**src/design/hpw_pkg.sv**
```systemverilog
// Package for the heading PID block: field widths, register indexes,
// configuration struct and reset values. No dependencies.
`default_nettype none

package hpw_pkg;

  // Field and datapath widths
  localparam int AngW    = 14;  // input headings
  localparam int ErrW    = 13;  // wrapped error, [-2880,2880]
  localparam int DerW    = 14;  // error difference, [-5760,5760]
  localparam int AccW    = 16;  // integral accumulator
  localparam int GainW   = 16;  // unsigned Q8.8 gains
  localparam int LimW    = 15;  // integral and drive clamps
  localparam int BandW   = 12;  // separation band
  localparam int CfgIdxW = 3;
  localparam int CfgW    = 16;  // widest register
  localparam int ProdW   = 33;  // widest product (17 x 16 signed)
  localparam int SumW    = 34;  // sum of three products
  localparam int DrvW    = 16;  // drive output
  localparam int FracW   = 8;   // Q8.8 fraction bits

  // Angle constants in 1/16 degree
  localparam int HalfTurn = 2880;
  localparam int FullTurn = 5760;

  // Register indexes
  typedef enum logic [CfgIdxW-1:0] {
    RegPropGain  = 3'd0,
    RegIntegGain = 3'd1,
    RegDerivGain = 3'd2,
    RegIntegLim  = 3'd3,
    RegDriveLim  = 3'd4,
    RegSepBand   = 3'd5
  } hpw_reg_t;

  // Current configuration, shared by the error, product and output stages
  typedef struct packed {
    logic [GainW-1:0] prop_gain;
    logic [GainW-1:0] integ_gain;
    logic [GainW-1:0] deriv_gain;
    logic [LimW-1:0]  integ_limit;
    logic [LimW-1:0]  drive_limit;
    logic [BandW-1:0] separation_band;
  } hpw_cfg_t;

  // Reset values
  localparam logic [GainW-1:0] PropGainRst  = 16'd3072;
  localparam logic [GainW-1:0] IntegGainRst = 16'd512;
  localparam logic [GainW-1:0] DerivGainRst = 16'd512;
  localparam logic [LimW-1:0]  IntegLimRst  = 15'd560;
  localparam logic [LimW-1:0]  DriveLimRst  = 15'd5600;
  localparam logic [BandW-1:0] SepBandRst   = 12'd480;

endpackage

`default_nettype wire

```
**src/design/hpw_cfg.sv**
```systemverilog
// Configuration register file for the heading PID block.
// Depends on hpw_pkg.
`default_nettype none

module hpw_cfg (
  input  wire logic                       clk,
  input  wire logic                       rst,
  input  wire logic                       cfg_we,
  input  wire logic [hpw_pkg::CfgIdxW-1:0] cfg_index,
  input  wire logic [hpw_pkg::CfgW-1:0]    cfg_data,
  output hpw_pkg::hpw_cfg_t               cfg
);
  import hpw_pkg::*;

  // Register writes; unknown indexes are dropped
  always_ff @(posedge clk) begin
    if (rst) begin
      cfg.prop_gain       <= PropGainRst;
      cfg.integ_gain      <= IntegGainRst;
      cfg.deriv_gain      <= DerivGainRst;
      cfg.integ_limit     <= IntegLimRst;
      cfg.drive_limit     <= DriveLimRst;
      cfg.separation_band <= SepBandRst;
    end else if (cfg_we) begin
      unique case (cfg_index)
        RegPropGain:  cfg.prop_gain       <= cfg_data;
        RegIntegGain: cfg.integ_gain      <= cfg_data;
        RegDerivGain: cfg.deriv_gain      <= cfg_data;
        RegIntegLim:  cfg.integ_limit     <= cfg_data[LimW-1:0];
        RegDriveLim:  cfg.drive_limit     <= cfg_data[LimW-1:0];
        RegSepBand:   cfg.separation_band <= cfg_data[BandW-1:0];
        default: ;
      endcase
    end
  end

endmodule

`default_nettype wire

```
**src/design/hpw_error.sv**
```systemverilog
// Error stage: heading wrap, error wrap, integral update with separation,
// and derivative. Holds the loop state (accumulator, last error).
// Depends on hpw_pkg.
`default_nettype none

module hpw_error (
  input  wire logic                           clk,
  input  wire logic                           rst,
  input  wire logic                           load,
  input  wire logic signed [hpw_pkg::AngW-1:0] target_q,
  input  wire logic signed [hpw_pkg::AngW-1:0] meas_q,
  input  wire hpw_pkg::hpw_cfg_t              cfg,
  output logic signed [hpw_pkg::ErrW-1:0]     err,
  output logic signed [hpw_pkg::DerW-1:0]     deriv,
  output logic signed [hpw_pkg::AccW-1:0]     accum
);
  import hpw_pkg::*;

  localparam logic signed [AngW:0]   MHalf  = (AngW+1)'(HalfTurn);
  localparam logic signed [AngW:0]   MFull  = (AngW+1)'(FullTurn);
  localparam logic signed [AngW+1:0] EHalf  = (AngW+2)'(HalfTurn);
  localparam logic signed [AngW+1:0] EFull  = (AngW+2)'(FullTurn);
  localparam logic signed [AngW+1:0] EHalf3 = (AngW+2)'(HalfTurn + FullTurn);
  localparam logic signed [AngW+1:0] EFull2 = (AngW+2)'(2 * FullTurn);

  logic signed [AngW:0]   meas_x;
  logic signed [AngW:0]   meas_w;
  logic signed [AngW+1:0] diff;
  logic signed [AngW+1:0] diff_w;
  logic signed [AngW+1:0] mag;
  logic signed [ErrW-1:0] err_next;
  logic signed [DerW-1:0] deriv_next;
  logic signed [AccW:0]   acc_sum;
  logic signed [AccW:0]   lim;
  logic signed [AccW:0]   neg_lim;
  logic signed [AccW-1:0] accum_next;
  logic                   integ_en;

  always_comb begin
    // Measured heading: one turn is enough for any 14-bit value
    meas_x = {meas_q[AngW-1], meas_q};
    if (meas_x > MHalf) begin
      meas_w = meas_x - MFull;
    end else if (meas_x < -MHalf) begin
      meas_w = meas_x + MFull;
    end else begin
      meas_w = meas_x;
    end

    // Error: may need up to two turns
    diff = {{2{target_q[AngW-1]}}, target_q} - {meas_w[AngW], meas_w};
    if (diff > EHalf3) begin
      diff_w = diff - EFull2;
    end else if (diff > EHalf) begin
      diff_w = diff - EFull;
    end else if (diff < -EHalf3) begin
      diff_w = diff + EFull2;
    end else if (diff < -EHalf) begin
      diff_w = diff + EFull;
    end else begin
      diff_w = diff;
    end
    err_next = diff_w[ErrW-1:0];
    mag      = diff_w[AngW+1] ? -diff_w : diff_w;

    // Integral separation and clamp
    integ_en = (|cfg.integ_gain) && (mag[BandW-1:0] < cfg.separation_band);
    acc_sum  = {accum[AccW-1], accum} + {{(AccW+1-ErrW){err_next[ErrW-1]}}, err_next};
    lim      = {2'b00, cfg.integ_limit};
    neg_lim  = -lim;
    if (acc_sum > lim) begin
      accum_next = lim[AccW-1:0];
    end else if (acc_sum < neg_lim) begin
      accum_next = neg_lim[AccW-1:0];
    end else begin
      accum_next = acc_sum[AccW-1:0];
    end

    deriv_next = {err_next[ErrW-1], err_next} - {err[ErrW-1], err};
  end

  // State and stage registers; err doubles as the last error
  always_ff @(posedge clk) begin
    if (rst) begin
      err   <= '0;
      accum <= '0;
    end else if (load) begin
      err <= err_next;
      if (integ_en) begin
        accum <= accum_next;
      end
    end
  end

  always_ff @(posedge clk) begin
    if (load) begin
      deriv <= deriv_next;
    end
  end

endmodule

`default_nettype wire

```
**src/design/hpw_mult.sv**
```systemverilog
// Product stage: the three gain products, each registered.
// Depends on hpw_pkg.
`default_nettype none

module hpw_mult (
  input  wire logic                            clk,
  input  wire logic                            load,
  input  wire hpw_pkg::hpw_cfg_t               cfg,
  input  wire logic signed [hpw_pkg::ErrW-1:0] err,
  input  wire logic signed [hpw_pkg::DerW-1:0] deriv,
  input  wire logic signed [hpw_pkg::AccW-1:0] accum,
  output logic signed [hpw_pkg::ProdW-1:0]     p_prod,
  output logic signed [hpw_pkg::ProdW-1:0]     d_prod,
  output logic signed [hpw_pkg::ProdW-1:0]     i_prod
);
  import hpw_pkg::*;

  logic signed [GainW:0]        p_gain;
  logic signed [GainW:0]        d_gain;
  logic signed [GainW:0]        i_gain;
  logic signed [GainW+ErrW:0]   p_full;
  logic signed [GainW+DerW:0]   d_full;
  logic signed [GainW+AccW:0]   i_full;

  // Unsigned gains widened by a zero sign bit
  always_comb begin
    p_gain = {1'b0, cfg.prop_gain};
    d_gain = {1'b0, cfg.deriv_gain};
    i_gain = {1'b0, cfg.integ_gain};
    p_full = p_gain * err;
    d_full = d_gain * deriv;
    i_full = i_gain * accum;
  end

  always_ff @(posedge clk) begin
    if (load) begin
      p_prod <= {{(ProdW-GainW-ErrW-1){p_full[GainW+ErrW]}}, p_full};
      d_prod <= {{(ProdW-GainW-DerW-1){d_full[GainW+DerW]}}, d_full};
      i_prod <= i_full;
    end
  end

endmodule

`default_nettype wire

```
**src/design/hpw_output.sv**
```systemverilog
// Output stage: sum of products, floor shift out of Q8.8, drive clamp,
// and the output register. Depends on hpw_pkg.
`default_nettype none

module hpw_output (
  input  wire logic                             clk,
  input  wire logic                             load,
  input  wire hpw_pkg::hpw_cfg_t                cfg,
  input  wire logic signed [hpw_pkg::ProdW-1:0] p_prod,
  input  wire logic signed [hpw_pkg::ProdW-1:0] d_prod,
  input  wire logic signed [hpw_pkg::ProdW-1:0] i_prod,
  output logic signed [hpw_pkg::DrvW-1:0]       drive
);
  import hpw_pkg::*;

  localparam int ShW = SumW - FracW;

  logic signed [SumW-1:0] sum;
  logic signed [ShW-1:0]  shifted;
  logic signed [ShW-1:0]  lim;
  logic signed [ShW-1:0]  clamped;

  always_comb begin
    sum = {p_prod[ProdW-1], p_prod} + {d_prod[ProdW-1], d_prod}
        + {i_prod[ProdW-1], i_prod};
    // Dropping the low bits of a two's complement value floors it
    shifted = sum[SumW-1:FracW];
    lim     = {{(ShW-LimW){1'b0}}, cfg.drive_limit};
    if (shifted > lim) begin
      clamped = lim;
    end else if (shifted < -lim) begin
      clamped = -lim;
    end else begin
      clamped = shifted;
    end
  end

  always_ff @(posedge clk) begin
    if (load) begin
      drive <= clamped[DrvW-1:0];
    end
  end

endmodule

`default_nettype wire

```
**src/design/heading_pid_with_wrap_unit.sv**
```systemverilog
// Heading PID with angle wrap and integral separation: top level.
// Depends on hpw_pkg, hpw_cfg, hpw_error, hpw_mult, hpw_output.
//
// Usage:
//   Input channel (in_valid/in_ready) carries target_heading and
//   measured_heading, signed 1/16 degree. Output channel
//   (out_valid/out_ready) carries drive, one item per input item, in order.
//   Registers are written through cfg_we/cfg_index/cfg_data while no item
//   is in flight; indexes above 5 are ignored.
// Timing:
//   Four register stages: input, error/state, products, output. An item
//   accepted on the input passes through them in that order to the output.
//   One item per cycle is taken back to back while out_ready stays high;
//   the loop state (accumulator and last error) is updated in the error
//   stage, so consecutive items see each other's state without a gap.
// Stalls:
//   When out_ready is low, the full stages hold; empty stages ahead of a
//   held stage still fill, so up to four items sit in the pipeline before
//   in_ready drops.
// Reset:
//   rst clears all stage valids, the accumulator and the last error, and
//   loads the register reset values.
`default_nettype none

module heading_pid_with_wrap_unit (
  input  wire logic                            clk,
  input  wire logic                            rst,
  input  wire logic                            in_valid,
  output logic                                 in_ready,
  input  wire logic signed [hpw_pkg::AngW-1:0] target_heading,
  input  wire logic signed [hpw_pkg::AngW-1:0] measured_heading,
  output logic                                 out_valid,
  input  wire logic                            out_ready,
  output logic signed [hpw_pkg::DrvW-1:0]      drive,
  input  wire logic                            cfg_we,
  input  wire logic [hpw_pkg::CfgIdxW-1:0]     cfg_index,
  input  wire logic [hpw_pkg::CfgW-1:0]        cfg_data
);
  import hpw_pkg::*;

  hpw_cfg_t               cfg;
  logic                   v0;
  logic                   v1;
  logic                   v2;
  logic                   adv0;
  logic                   adv1;
  logic                   adv2;
  logic                   adv3;
  logic signed [AngW-1:0] target_q;
  logic signed [AngW-1:0] meas_q;
  logic signed [ErrW-1:0] err;
  logic signed [DerW-1:0] deriv;
  logic signed [AccW-1:0] accum;
  logic signed [ProdW-1:0] p_prod;
  logic signed [ProdW-1:0] d_prod;
  logic signed [ProdW-1:0] i_prod;

  // A stage may take a new item when empty or when its own item moves on
  always_comb begin
    adv3     = !out_valid || out_ready;
    adv2     = !v2 || adv3;
    adv1     = !v1 || adv2;
    adv0     = !v0 || adv1;
    in_ready = adv0;
  end

  // Stage valids
  always_ff @(posedge clk) begin
    if (rst) begin
      v0        <= 1'b0;
      v1        <= 1'b0;
      v2        <= 1'b0;
      out_valid <= 1'b0;
    end else begin
      if (adv0) v0 <= in_valid;
      if (adv1) v1 <= v0;
      if (adv2) v2 <= v1;
      if (adv3) out_valid <= v2;
    end
  end

  // Input register
  always_ff @(posedge clk) begin
    if (adv0 && in_valid) begin
      target_q <= target_heading;
      meas_q   <= measured_heading;
    end
  end

  hpw_cfg u_cfg (
    .clk       (clk),
    .rst       (rst),
    .cfg_we    (cfg_we),
    .cfg_index (cfg_index),
    .cfg_data  (cfg_data),
    .cfg       (cfg)
  );

  hpw_error u_error (
    .clk      (clk),
    .rst      (rst),
    .load     (adv1 && v0),
    .target_q (target_q),
    .meas_q   (meas_q),
    .cfg      (cfg),
    .err      (err),
    .deriv    (deriv),
    .accum    (accum)
  );

  hpw_mult u_mult (
    .clk    (clk),
    .load   (adv2 && v1),
    .cfg    (cfg),
    .err    (err),
    .deriv  (deriv),
    .accum  (accum),
    .p_prod (p_prod),
    .d_prod (d_prod),
    .i_prod (i_prod)
  );

  hpw_output u_output (
    .clk    (clk),
    .load   (adv3 && v2),
    .cfg    (cfg),
    .p_prod (p_prod),
    .d_prod (d_prod),
    .i_prod (i_prod),
    .drive  (drive)
  );

  // Wrapped error stays within half a turn
  a_err_range: assert property (@(posedge clk) disable iff (rst)
    v1 |-> (err <= ErrW'(HalfTurn)) && (err >= -ErrW'(HalfTurn)))
    else $error("wrapped error out of range");

  // Drive honors the clamp while shown
  a_drive_clamp: assert property (@(posedge clk) disable iff (rst)
    out_valid |-> ($signed({drive[DrvW-1], drive}) <= $signed({2'b00, cfg.drive_limit}))
              && ($signed({drive[DrvW-1], drive}) >= -$signed({2'b00, cfg.drive_limit})))
    else $error("drive exceeds clamp");

  // A held product stage keeps its item
  a_prod_hold: assert property (@(posedge clk) disable iff (rst)
    v2 && !adv2 |=> v2 && $stable(p_prod) && $stable(i_prod))
    else $error("product stage lost an item");

  // Loop state moves only when an item enters the error stage
  a_state_hold: assert property (@(posedge clk) disable iff (rst)
    !(adv1 && v0) |=> $stable(accum) && $stable(err))
    else $error("loop state changed without an item");

endmodule

`default_nettype wire
```
**config.mk**
```make
export PLATFORM = sky130hd
export DESIGN_NAME = heading_pid_with_wrap_unit
export DESIGN_NICKNAME = d
export VERILOG_FILES = /design/src/design/hpw_pkg.sv /design/src/design/hpw_cfg.sv /design/src/design/hpw_error.sv /design/src/design/hpw_mult.sv /design/src/design/hpw_output.sv /design/src/design/heading_pid_with_wrap_unit.sv
export SDC_FILE = /design/constraint.sdc
export NUM_CORES = 2
export LEC_CHECK = 0
export BUFFER_PORTS_ARGS = -buffer_cell sky130_fd_sc_hd__buf_2
export CORE_ASPECT_RATIO = 0.75
export CORE_MARGIN = 5
export CORE_UTILIZATION = 65
export CTS_CLUSTER_DIAMETER = 120
export DETAILED_ROUTE_END_ITERATION = 6
export GPL_ROUTABILITY_DRIVEN = 0
export GPL_TIMING_DRIVEN = 0
export PLACE_DENSITY_LB_ADDON = 0.12
export REMOVE_ABC_BUFFERS = 1
export SYNTH_ARGS = -nofsm -noshare
export SYNTH_HDL_FRONTEND = slang
export SYNTH_SLANG_ARGS = --single-unit
export TNS_END_PERCENT = 30
```
**constraint.sdc**
```tcl
create_clock -name clk -period 17.51 [get_ports clk]
set_input_delay 0.8755 -clock clk [delete_from_list [all_inputs] [get_ports clk]]
set_output_delay 0.8755 -clock clk [all_outputs]
set_load 0.01 [all_outputs]
```
==> flow_summary.ini <==
[clocking]
cts.repair.resized = 0
cts_tree = yes
post_cts_buffers = 0
clk_pin_slew_ns = 0.06
clock_path_buffers = 3
htreeDepth = 1
cts_hold_buf = 0
cts-root-buf = clkbuf_16
numCtsBuffers = 29
cts_sinks = 275
clk_latency_ns = 0.60

[final_layout]
fin_util_pct = 68.31
fin_area_um2 = 42270
drive_gt1_share_pct = 4.265
seq_area_um2 = 7027
final_nets = 5493
multiInputGateArea_um2 = 30200
syn_to_final_growth_pct = 4.304
fillers = 5080
final_cell_mix = inv_1, nand2_1, fa_1
final_common_cell = inv_1

[critical_path]
crit_path_start_kind = flip-flop
crit_type = reg2reg
slowest_delay_ns = 0.41
crit_top_cell = o21ai_0
path_max_fanout = 24
end_kind = flip-flop
arrival_ns = 10.40
worstPathRequired_ns = 17.97
critPathSlowestCell = xor2_1

[timing]
max_freq_mhz = 100.6
finalSetupViolCount = 0
hold_violations = 0
drv_slew = 0
period_minus_slack_ns = 9.945
fin_crit_sh_pct = 56.80
tns_ns = 0
maxSlewHeadroom_pct = 21.94
fin_skew_ns = 0.03295
worstMarginPinSlew_ns = 1.167
grt_setup_unrepaired = no

[power_and_ir_drop]
design_power_total_mw = 5.279
switchingPower_mw = 2.654
internal_power_mw = 2.625
switching_share_pct = 50.27
pwr-share-comb_pct = 69.1
clkPwrFrac_pct = 11.6
sequentialPowerShare_pct = 19.3
power_density_nw_per_um2 = 124.9
leakage_nw = 20.64
peakVddDrop_mv = 0.1722

[yosys]
synthArstFlopShare_pct = 0
ys_ff_latch = 275
synth_area_um2 = 40520
netlist-cell-type-count = 100
yosysTopAreaCell = fa_1
synth_edf_count = 152
syn_area_per_cell_um2 = 9.070
yosysSeqAreaShare_pct = 17.34
syn-instance-count = 4468
synth_area_leaders = fa_1, ha_1, edfxtp_1
ys.flop_type = edfxtp_1
yosys_warnings = 0
yosysTopAreaCellShare_pct = 27.12

[die]
rows = 79
die-width_um = 298.3
start_util_pct = 65.49
die_area_um2 = 67490
die_h_um = 226.2
core_um2 = 61880
num_io_pins = 70

[grt]
grt_pass1_wl_mm = 167.3
grt_usage_pct = 31.28
grt_pass1_vias = 30430
grt_max_degree = 87
antenna_found_initial = 6
grt-ovfl-total = 0

[outcome]
violations = design-rule violations
outcome = complete, but fails checks

[drt]
route.vias.total = 30950
vias_per_cell = 5.926
ant_nets = 0
drcViolationCount = 3
wl_mm = 104.0
firstDrtPassIters = 7
dr.first_iter.drc_count = 2729
routedWlPerCell_um = 19.90

[placement]
place_area_um2 = 41330
hpwl_mm = 80.62
port_buffers = 69

[hold_path]
hp-class = in2reg

[job]
cap_violations = 0
area by class of cell:
cell class / count / area share [%]
clock buffers: 39 / 1.889
repair buffers: 77 / 1.184
multi-input cells: 3312 / 71.45
flip-flops and latches: 275 / 16.62
diodes: 5 / 0.02960
clock inverters: 14 / 0.2901
well taps: 810 / 2.398
inverters: 691 / 6.136
worst max-delay path: cells and delay by family (launching register included):
family / cells / cell delay (ns)
AO/OA/AOI/OAI: 23 / 4.58
multiplexers: 1 / 0.35
flip-flops: 1 / 0.38
buffers and inverters: 4 / 0.85
AND/OR/NAND/NOR: 7 / 1.10
XOR/XNOR: 2 / 0.73
adder cells (fa/ha/maj): 5 / 1.79
final timing paths:
kind | from | to | slack [ns] | cells after the start
setup reg to reg | meas_q[2]$_DFFE_PP_ | u_error.accum[5]$_SDFFE_PP0P_ | 7.56 | 42
setup / recovery | meas_q[2]$_DFFE_PP_ | u_error.accum[5]$_SDFFE_PP0P_ | 7.56 | 42
hold / removal | target_heading[11] | target_q[11]$_DFFE_PP_ | 0.46 | 1
hold reg to reg | u_cfg.cfg[11]$_SDFFE_PP0P_ | u_cfg.cfg[11]$_SDFFE_PP0P_ | 0.46 | 2
routing by layer:
metal,global-route usage [%],routed length (um),vias to the layer above
met4,6.668,2581,4
met2,48.30,44680,1336
li1,-,-,14320
met1,46.25,46780,15110
met3,6.420,9892,180
met5,0,27,-
synth_stat cells, types with 10 or more instances:
cell and number:
a31o_2 10, o211ai_1 13, nand2_1 684, nor3_1 49, mux2i_1 16, xor2_1 45
nand2b_1 73, nand3b_1 21, a21oi_1 201, nor2b_1 32, a22oi_1 12, nor2_1 161
edfxtp_1 152, and2_1 271, nor4_1 14, o21bai_1 17, xnor2_1 119, or3_1 16
nand4_1 29, o21a_1 40, o21ai_0 84, and3_1 20, nand3_1 50, dfxtp_1 123
a31oi_1 24, fa_1 549, a211oi_1 30, clkbuf_1 180, inv_1 690, ha_1 506
a21o_1 50, a21boi_0 10
kinds of logic (layout without fill, tap and decap cells):
kind of cell | Yosys count | count (layout) | share of synthesized area [%]
other | 0 | 5 | 0
DFF | 275 | 275 | 17.34
AOI/OAI and AO/OA | 615 | 615 | 10.31
muxes | 20 | 20 | 0.5063
buffers and inverters | 881 | 821 | 8.222
xor gates and xnor gates | 168 | 168 | 3.733
and+or+nand+nor | 1453 | 1453 | 17.12
adders and majority gates | 1056 | 1056 | 42.77
power by group through the flow:
stage          logic, mW  clock network [mW]  registers [mW]
2_1_floorplan       2.66                   0           0.921
3_3_place_gp        3.47                   0            1.03
3_5_place_dp        3.56                   0            1.03
4_1_cts             3.61               0.617            1.02
5_1_grt             4.05               0.644            1.03
6_report            3.65               0.613            1.02
per-stage QoR:
stage                     instances  hold slack (ns)  setup WS (ns)
after global routing           5219           0.4431          6.865
after CTS                      5218           0.4445          7.645
after detailed placement       5165           0.4537          7.677
after global placement         5157           0.4437          6.021
after floorplan                4278           0.4276          8.502
final                          5223           0.4577          7.565
state kept, by name (all words and copies together), names as in the netlist:
name,flops
u_cfg.cfg,90
u_mult.i_prod,33
u_mult.d_prod,31
u_mult.p_prod,30
u_error.accum,16
u_output.drive,16
meas_q,14
target_q,14
u_error.deriv,14
u_error.err,13
out_valid,1
v0,1
v1,1
v2,1
Note: power is estimated with default switching activity, not from simulation.
